--- src/hw/rtl/qtd_pkg.sv ---
// ----------------------------------------------------------------------------
// qtd_pkg
// Shared types and constants of the quadtree image decoder.
// ----------------------------------------------------------------------------
package qtd_pkg;

  localparam int unsigned MAX_LEVELS_DEF = 10;
  localparam int unsigned COORD_BITS     = 10;
  localparam int unsigned SIDE_W         = 4;
  localparam int unsigned SYM_W          = 8;
  localparam int unsigned KIND_W         = 2;
  localparam int unsigned APB_AW         = 3;
  localparam int unsigned APB_DW         = 32;

  localparam logic [SYM_W-1:0]  SYM_WHITE  = 8'h77;
  localparam logic [SYM_W-1:0]  SYM_BLACK  = 8'h62;
  localparam logic [SIDE_W-1:0] SIDE_RESET = 4'd2;

  // Register index, taken from the word address
  localparam logic REG_SIDE_LOG2 = 1'b0;

  localparam logic [KIND_W-1:0] KIND_SPLIT = 2'd0;
  localparam logic [KIND_W-1:0] KIND_WHITE = 2'd1;
  localparam logic [KIND_W-1:0] KIND_BLACK = 2'd2;
  localparam logic [KIND_W-1:0] KIND_ERROR = 2'd3;

  // Child positions within a split square
  localparam logic [1:0] CHILD_TR = 2'd0;
  localparam logic [1:0] CHILD_BL = 2'd2;
  localparam logic [1:0] CHILD_BR = 2'd3;

  typedef struct packed {
    logic [SIDE_W-1:0] eff_side;
    logic              restart;
  } qtd_ctrl_t;

  typedef struct packed {
    logic [KIND_W-1:0]     kind;
    logic [COORD_BITS-1:0] row;
    logic [COORD_BITS-1:0] col;
    logic [SIDE_W-1:0]     size_log2;
    logic                  last;
  } qtd_res_t;

endpackage

--- src/hw/rtl/qtd_cfg.sv ---
// ----------------------------------------------------------------------------
// qtd_cfg
// APB register block: holds side_log2, clamps it, and pulses a restart on
// every write to it.
// ----------------------------------------------------------------------------
module qtd_cfg #(
  parameter int unsigned MAX_LEVELS = qtd_pkg::MAX_LEVELS_DEF
) (
  input  logic                        clk,
  input  logic                        rst_n,
  input  logic                        cfg_psel,
  input  logic                        cfg_penable,
  input  logic                        cfg_pwrite,
  input  logic [qtd_pkg::APB_AW-1:0]  cfg_paddr,
  input  logic [qtd_pkg::APB_DW-1:0]  cfg_pwdata,
  output logic [qtd_pkg::APB_DW-1:0]  cfg_prdata,
  output logic                        cfg_pready,
  output qtd_pkg::qtd_ctrl_t          ctrl
);
  import qtd_pkg::*;

  localparam int unsigned EFF_LIM =
    (MAX_LEVELS < COORD_BITS) ? MAX_LEVELS : COORD_BITS;

  logic [SIDE_W-1:0] side_r;
  logic [SIDE_W-1:0] side_nxt;
  logic              restart_r;
  logic              restart_nxt;
  logic              wr_side;

  assign cfg_pready = 1'b1;
  assign wr_side = cfg_psel && cfg_penable && cfg_pwrite &&
                   (cfg_paddr[2] == REG_SIDE_LOG2);

  always_comb begin
    side_nxt    = wr_side ? cfg_pwdata[SIDE_W-1:0] : side_r;
    restart_nxt = wr_side;
  end

  always_ff @(posedge clk) begin
    if (!rst_n) begin
      side_r    <= SIDE_RESET;
      restart_r <= 1'b0;
    end else begin
      side_r    <= side_nxt;
      restart_r <= restart_nxt;
    end
  end

  always_comb begin
    cfg_prdata = '0;
    if (cfg_paddr[2] == REG_SIDE_LOG2) begin
      cfg_prdata[SIDE_W-1:0] = side_r;
    end
  end

  always_comb begin
    ctrl.restart = restart_r;
    if ({1'b0, side_r} > (SIDE_W+1)'(EFF_LIM)) begin
      ctrl.eff_side = SIDE_W'(EFF_LIM);
    end else begin
      ctrl.eff_side = side_r;
    end
  end

endmodule

--- src/hw/rtl/qtd_walk.sv ---
// ----------------------------------------------------------------------------
// qtd_walk
// Tree walker: child stack and level, square position from the stack, and
// the push / pop-and-advance update for one symbol.
// ----------------------------------------------------------------------------
module qtd_walk #(
  parameter int unsigned MAX_LEVELS = qtd_pkg::MAX_LEVELS_DEF
) (
  input  logic                       clk,
  input  logic                       rst_n,
  input  qtd_pkg::qtd_ctrl_t         ctrl,
  input  logic                       adv,
  input  logic [qtd_pkg::SYM_W-1:0]  sym,
  output qtd_pkg::qtd_res_t          res
);
  import qtd_pkg::*;

  localparam int unsigned LVL_W = $clog2(MAX_LEVELS + 1);
  localparam int unsigned CMP_W = (LVL_W > SIDE_W) ? LVL_W : SIDE_W;

  logic [1:0]       stack_r   [MAX_LEVELS];
  logic [1:0]       stack_nxt [MAX_LEVELS];
  logic [LVL_W-1:0] level_r;
  logic [LVL_W-1:0] level_nxt;
  logic [LVL_W-1:0] pop_lvl;
  logic [SIDE_W-1:0] sh;
  logic [CMP_W-1:0] size_w;
  logic             leaf;
  logic [COORD_BITS-1:0] row_w;
  logic [COORD_BITS-1:0] col_w;
  logic [KIND_W-1:0]     kind_w;
  logic                  last_w;

  // Position: each stacked child may set one row bit (bottom half) and one column bit (right half)
  always_comb begin
    row_w = '0;
    col_w = '0;
    sh    = '0;
    for (int k = 0; k < MAX_LEVELS; k++) begin
      if (LVL_W'(k) < level_r) begin
        sh = ctrl.eff_side - SIDE_W'(k) - SIDE_W'(1);
        if (stack_r[k] >= CHILD_BL) begin
          row_w[sh] = 1'b1;
        end
        if (stack_r[k] == CHILD_TR || stack_r[k] == CHILD_BR) begin
          col_w[sh] = 1'b1;
        end
      end
    end
  end

  always_comb begin
    size_w = CMP_W'(ctrl.eff_side) - CMP_W'(level_r);
    if (sym == SYM_WHITE) begin
      kind_w = KIND_WHITE;
    end else if (sym == SYM_BLACK) begin
      kind_w = KIND_BLACK;
    end else if (size_w == '0) begin
      kind_w = KIND_ERROR;
    end else begin
      kind_w = KIND_SPLIT;
    end
    leaf = (kind_w != KIND_SPLIT);
  end

  // Pop finished levels: deepest open level whose child is not the last
  always_comb begin
    pop_lvl = '0;
    for (int j = 1; j <= MAX_LEVELS; j++) begin
      if (LVL_W'(j) <= level_r && stack_r[j-1] != CHILD_BR) begin
        pop_lvl = LVL_W'(j);
      end
    end
    last_w = leaf && (pop_lvl == '0);
  end

  assign res = '{kind: kind_w, row: row_w, col: col_w,
                 size_log2: size_w[SIDE_W-1:0], last: last_w};

  always_comb begin
    level_nxt = level_r;
    for (int k = 0; k < MAX_LEVELS; k++) begin
      stack_nxt[k] = stack_r[k];
    end
    if (ctrl.restart) begin
      level_nxt = '0;
      for (int k = 0; k < MAX_LEVELS; k++) begin
        stack_nxt[k] = CHILD_TR;
      end
    end else if (adv) begin
      if (!leaf) begin
        if (level_r < LVL_W'(MAX_LEVELS)) begin
          for (int k = 0; k < MAX_LEVELS; k++) begin
            if (LVL_W'(k) == level_r) begin
              stack_nxt[k] = CHILD_TR;
            end
          end
          level_nxt = level_r + LVL_W'(1);
        end
      end else if (pop_lvl == '0) begin
        // tree done: back to the root
        level_nxt = '0;
        for (int k = 0; k < MAX_LEVELS; k++) begin
          stack_nxt[k] = CHILD_TR;
        end
      end else begin
        level_nxt = pop_lvl;
        for (int k = 0; k < MAX_LEVELS; k++) begin
          if (LVL_W'(k + 1) == pop_lvl) begin
            stack_nxt[k] = stack_r[k] + 2'd1;
          end
        end
      end
    end
  end

  always_ff @(posedge clk) begin
    if (!rst_n) begin
      level_r <= '0;
      for (int k = 0; k < MAX_LEVELS; k++) begin
        stack_r[k] <= CHILD_TR;
      end
    end else begin
      level_r <= level_nxt;
      for (int k = 0; k < MAX_LEVELS; k++) begin
        stack_r[k] <= stack_nxt[k];
      end
    end
  end

endmodule

--- src/hw/rtl/quadtree_image_decoder.sv ---
// ----------------------------------------------------------------------------
// quadtree_image_decoder
// Preorder quadtree code decoder: one result request per code symbol.
// ----------------------------------------------------------------------------
// Input channel in_valid / in_stall / in_symbol carries one code byte per
// request: 'w' white leaf, 'b' black leaf, anything else a split (an error at size 0). Output
// channel out_valid / out_stall returns, for each symbol, its kind, the
// square's row, column and size_log2, and last on the symbol that completes
// the tree; the next symbol then starts a new image.
// A symbol passes the input register, then the result register; throughput is
// one symbol per cycle while out_stall is low, set by the walker's stack update.
// When out_stall is held, the result register and the input register fill
// and in_stall rises; nothing is dropped.
// Reset sets side_log2 to 2 and puts the walker at the root. A write to
// side_log2 through the APB port (address 0) also returns to the root; write
// it only while no symbol is in flight.
// ----------------------------------------------------------------------------
module quadtree_image_decoder #(
  parameter int unsigned MAX_LEVELS = qtd_pkg::MAX_LEVELS_DEF
) (
  input  logic                            clk,
  input  logic                            rst_n,
  input  logic                            in_valid,
  output logic                            in_stall,
  input  logic [qtd_pkg::SYM_W-1:0]       in_symbol,
  output logic                            out_valid,
  input  logic                            out_stall,
  output logic [qtd_pkg::KIND_W-1:0]      out_kind,
  output logic [qtd_pkg::COORD_BITS-1:0]  out_row,
  output logic [qtd_pkg::COORD_BITS-1:0]  out_col,
  output logic [qtd_pkg::SIDE_W-1:0]      out_size_log2,
  output logic                            out_last,
  input  logic                            cfg_psel,
  input  logic                            cfg_penable,
  input  logic                            cfg_pwrite,
  input  logic [qtd_pkg::APB_AW-1:0]      cfg_paddr,
  input  logic [qtd_pkg::APB_DW-1:0]      cfg_pwdata,
  output logic [qtd_pkg::APB_DW-1:0]      cfg_prdata,
  output logic                            cfg_pready
);
  import qtd_pkg::*;

  qtd_ctrl_t        ctrl;
  qtd_res_t         res;
  qtd_res_t         res_r;
  logic             s1_v_r;
  logic             s1_v_nxt;
  logic [SYM_W-1:0] s1_sym_r;
  logic             out_v_r;
  logic             out_v_nxt;
  logic             s2_ld;
  logic             adv;
  logic             in_acc;

  qtd_cfg #(
    .MAX_LEVELS (MAX_LEVELS)
  ) u_cfg (
    .clk         (clk),
    .rst_n       (rst_n),
    .cfg_psel    (cfg_psel),
    .cfg_penable (cfg_penable),
    .cfg_pwrite  (cfg_pwrite),
    .cfg_paddr   (cfg_paddr),
    .cfg_pwdata  (cfg_pwdata),
    .cfg_prdata  (cfg_prdata),
    .cfg_pready  (cfg_pready),
    .ctrl        (ctrl)
  );

  qtd_walk #(
    .MAX_LEVELS (MAX_LEVELS)
  ) u_walk (
    .clk   (clk),
    .rst_n (rst_n),
    .ctrl  (ctrl),
    .adv   (adv),
    .sym   (s1_sym_r),
    .res   (res)
  );

  // Result register loads when empty or being taken
  assign s2_ld    = !out_v_r || !out_stall;
  assign adv      = s1_v_r && s2_ld;
  assign in_stall = s1_v_r && !s2_ld;
  assign in_acc   = in_valid && !in_stall;

  always_comb begin
    s1_v_nxt  = in_acc ? 1'b1 : (adv ? 1'b0 : s1_v_r);
    out_v_nxt = s2_ld ? adv : out_v_r;
  end

  always_ff @(posedge clk) begin
    if (!rst_n) begin
      s1_v_r  <= 1'b0;
      out_v_r <= 1'b0;
    end else begin
      s1_v_r  <= s1_v_nxt;
      out_v_r <= out_v_nxt;
    end
  end

  always_ff @(posedge clk) begin
    if (in_acc) begin
      s1_sym_r <= in_symbol;
    end
    if (adv) begin
      res_r <= res;
    end
  end

  assign out_valid     = out_v_r;
  assign out_kind      = res_r.kind;
  assign out_row       = res_r.row;
  assign out_col       = res_r.col;
  assign out_size_log2 = res_r.size_log2;
  assign out_last      = res_r.last;

endmodule
--- config.mk ---
export PLATFORM = sky130hd
export DESIGN_NAME = quadtree_image_decoder
export DESIGN_NICKNAME = d
export VERILOG_FILES = /design/src/hw/rtl/qtd_pkg.sv /design/src/hw/rtl/qtd_cfg.sv /design/src/hw/rtl/qtd_walk.sv /design/src/hw/rtl/quadtree_image_decoder.sv
export SDC_FILE = /design/constraint.sdc
export NUM_CORES = 1
export LEC_CHECK = 0
export ABC_AREA = 1
export BUFFER_PORTS_ARGS = -buffer_cell sky130_fd_sc_hd__buf_2
export CAP_MARGIN = 30
export CELL_PAD_IN_SITES_DETAIL_PLACEMENT = 0
export CELL_PAD_IN_SITES_GLOBAL_PLACEMENT = 1
export CORE_MARGIN = 1
export CORE_UTILIZATION = 41
export CTS_BUF_LIST = sky130_fd_sc_hd__clkbuf_8
export DETAILED_ROUTE_END_ITERATION = 7
export GPL_ROUTABILITY_DRIVEN = 0
export GPL_TIMING_DRIVEN = 0
export PLACE_DENSITY_LB_ADDON = 0.1
export SKIP_LAST_GASP = 1
export SYNTH_ARGS = -nofsm -noshare
export SYNTH_HDL_FRONTEND = slang
export SYNTH_SLANG_ARGS = --single-unit
export TNS_END_PERCENT = 100
--- constraint.sdc ---
create_clock -name clk -period 3.28 [get_ports clk]
set_input_delay 0.656 -clock clk [delete_from_list [all_inputs] [get_ports clk]]
set_output_delay 0.656 -clock clk [all_outputs]
set_load 0.005 [all_outputs]
==> reports/metrics.csv <==
stage;metric;value;unit
global_route;grt_pass1_wl;29000;um
routing;wl_met1;7900;um
pwr;power.total;2.56;mW
sta;max_freq;320;MHz
routing;drtIter0Drc;747;
cells_and_area;stdcell_count;1118;
floorplan;die_x;120;um
sta;post-route-period-util;95.4;%
setup_path;end_kind;flip-flop;
logic_synthesis;synth-xor-area-share;0.896;%
cts;root_buffer;clkbuf_8;
cts;clock_latency;0.38;ns
routing;first_pass_iters;6;
sta;fin_skew;0.0143;ns
placed_design;place_hpwl;14600;um
job;drv_cap;0;
logic_synthesis;ys_async_sr_fraction;0;%
routing;route.met2.wl;8250;um
logic_synthesis;ys_ff_latch;66;
cells_and_area;layout_commonest_cell;nand2_1;
global_route;grt_overflow;0;
routing;routed_wl;18600;um
worst_hold_path;hp-class;input port to flip-flop;
routing;num_vias;6126;
logic_synthesis;seq_area_frac_synth;29.2;%
cts;htree_levels;3;
logic_synthesis;muxShareOfSynthArea;0;%
setup_path;path_cells;nor2_2 > o21ai_4 > buf_4 > inv_1 > ha_1 > inv_1 > nor2_2 > inv_1 > nand2_1 > nor2_1 > nand2_1 > nor2_1 > nor4_1 > o2111ai_1;
routing;avgViaCountPerCell;5.48;
sta;fin_setup_tns;0;ns
setup_path;worst-path-max-fanout;6;
setup_path;worst-setup-path-type;flip-flop to flip-flop;
setup_path;slowest_stage;nor4_1;
routing;ant_nets;0;
cts;path_clk_slew;0.08;ns
cells_and_area;antenna_cells;0;
sta;period_minus_slack;3.13;ns
logic_synthesis;synth_compound_area_share;15.4;%
cts;holdBufCountCts;0;
floorplan;ioPinCount;112;
sta;setup_viol_count_final;0;
setup_path;max_stage_delay;0.40;ns
sta;slew_viol_final;0;
sta;hold_viol_final;0;
setup_path;required;3.37;ns
floorplan;die-area;14400;um2
pwr;ir_drop;223;uV
cts;clockBufferDepth;2;
setup_path;startpoint_type;flip-flop;
setup_path;worstPathArrival;3.22;ns
sta;slew_headroom;34.0;%
global_route;track_usage;26.3;%
floorplan;die_y;120;um
routing;wl_per_cell;16.6;um
logic_synthesis;synth-edff-count;35;
cells_and_area;nNetsFinal;1023;
routing;drc;0;
cts;clock-sinks;66;
floorplan;rows;42;
setup_path;crit_top_cell;inv_1;
logic_synthesis;netlist_instances;844;
logic_synthesis;ys_types;54;
cts;cts_made_buffers;9;
logic_synthesis;synth_flop_cell;edfxtp_1;
logic_synthesis;synth_top_family_by_area;simple AND/OR/NAND/NOR gates;
pwr;power_density;383;nW/um2
routing;highest_layer;met4;
routing;met3WireLength;1610;um
placed_design;dp.cells;1100;
floorplan;core_area;13500;um2
cells_and_area;syn2layout_area_growth;16.6;%
logic_synthesis;syn_area_per_cell;6.78;um2
global_route;grt_start_max_net_pins;21;
pwr;leakage;3.01;nW
run_status;status;finished, final reports clean;
sta;tightest_slew;0.991;ns
logic_synthesis;yosys.area_share.simple;33.0;%
logic_synthesis;netlist_area;5720;um2
placed_design;port_buffers;52;
cells_and_area;most-common-layout-cells;169 x nand2_1, 132 x nor2_1, 101 x inv_1;
logic_synthesis;yosys_warnings;0;
logic_synthesis;synthAdderAreaFrac;8.00;%
cts;cts_tree;built;
global_route;antenna_found_initial;0;
floorplan;start_util;42.6;%
global_route;grt_pass1_vias;5729;
cells_and_area;drive_above_1_share;18.6;%
sta;rsz0062_at_grt;false;
[cell usage after synthesis, types with 2 or more instances]
cell type	count	area, um2
a211oi_1	4	30.0
a21oi_1	39	195
a221oi_1	7	61.3
a31oi_1	4	25.0
buf_2	4	20.0
buf_4	31	233
buf_6	2	22.5
clkbuf_1	6	22.5
clkinv_1	3	11.3
conb_1	2	7.51
dfxtp_1	31	621
edfxtp_1	35	1050
ha_1	35	438
inv_1	102	383
inv_2	16	60.1
inv_4	2	12.5
nand2_1	169	634
nand2_2	8	50.1
nand2_4	2	22.5
nand3_1	36	180
nand4_1	14	87.6
nor2_1	134	503
nor2_2	10	62.6
nor2_4	2	22.5
nor3_1	28	140
nor3_2	2	20.0
nor4_1	12	75.1
nor4b_1	2	17.5
o2111ai_1	11	96.3
o211ai_1	6	45.0
o21ai_0	24	120
o21ai_1	13	65.1
o21ai_2	3	26.3
o22ai_1	22	138
or2_1	2	12.5
xnor2_1	2	17.5
xor2_1	2	17.5
[layer usage]
layer	vias up	track usage [%]
li1	2956	-
met1	2753	34.3
met2	345	40.6
met3	72	4.90
met4	0	14.7
met5	-	0
[per-stage QoR]
step	area [um2]	hold slack (ns)	util [%]	setup WS (ns)
after floorplan	5830	0.456	-	0.198
after global placement	6310	0.462	46.9	-0.972
after global routing	6680	0.426	49.6	0.00213
after detailed placement	6340	0.477	47.2	-0.386
final	6680	0.457	49.6	0.151
after CTS	6610	0.431	49.1	0.0371
[what timing repair did]
item / 4_1_cts / 5_1_grt
setup buffers: 0 / 3
hold endpoints to repair: 0 / 0
setup endpoints to repair: 38 / 42
pin swaps: 0 / 1
cloned: 0 / 0
gates resized for setup: 6 / 13
[final timing paths]
| check | slack, ns | start | endpoint | depth (start not counted) |
|---|---|---|---|---|
| max | 0.15 | u_cfg.side_r[1]$_SDFFE_PN1P_ | out_row[7]$_DFFE_PP_ | 14 |
| min | 0.46 | in_symbol[2] | s1_sym_r[2]$_DFFE_PP_ | 1 |
| max reg2reg | 0.15 | u_cfg.side_r[1]$_SDFFE_PN1P_ | out_row[7]$_DFFE_PP_ | 14 |
| min reg2reg | 0.49 | u_walk.stack_r[0][0]$_SDFFE_PP0P_ | u_walk.stack_r[0][0]$_SDFFE_PP0P_ | 2 |
[cells by family after synthesis]
| group | Yosys count |
|---|---|
| and+or+nand+nor | 427 |
| buffers and inverters | 167 |
| AOI/OAI and AO/OA | 141 |
| DFF | 66 |
| adders and majority gates | 36 |
| xor gates and xnor gates | 5 |
| other | 2 |
[flip-flops by register name (all words and copies together) (netlist names), 2 cells and up]
register	cells
u_walk.stack_r	20
out_kind	2
out_col	10
out_row	10
out_size_log2	4
s1_sym_r	8
u_cfg.side_r	4
u_walk.level_r	4
[report_power, final]
part | switching (mW) | internal [mW]
Combinational | 0.511 | 0.227
Sequential | 0.0260 | 0.919
Clock | 0.350 | 0.526
[critical path, delay by kind of cell, from the launching register on]
family / cells / cell delay, ns
DFF: 1 / 0.36
adders and majority gates: 1 / 0.21
AOI/OAI and AO/OA: 2 / 0.31
and+or+nand+nor: 7 / 1.42
buffers and inverters: 4 / 0.54
[layout make-up]
| class | count | area, um2 |
|---|---|---|
| plain buffers | 43 | 303 |
| clock buffers | 10 | 138 |
| clock inverters | 6 | 114 |
| multi-input cells | 638 | 3450 |
| fillers | 1408 | 6780 |
| flip-flops and latches | 66 | 1670 |
| inverters | 123 | 467 |
| repair buffers | 56 | 310 |
| well taps | 176 | 220 |
Note: power is estimated with default switching activity, not from simulation.
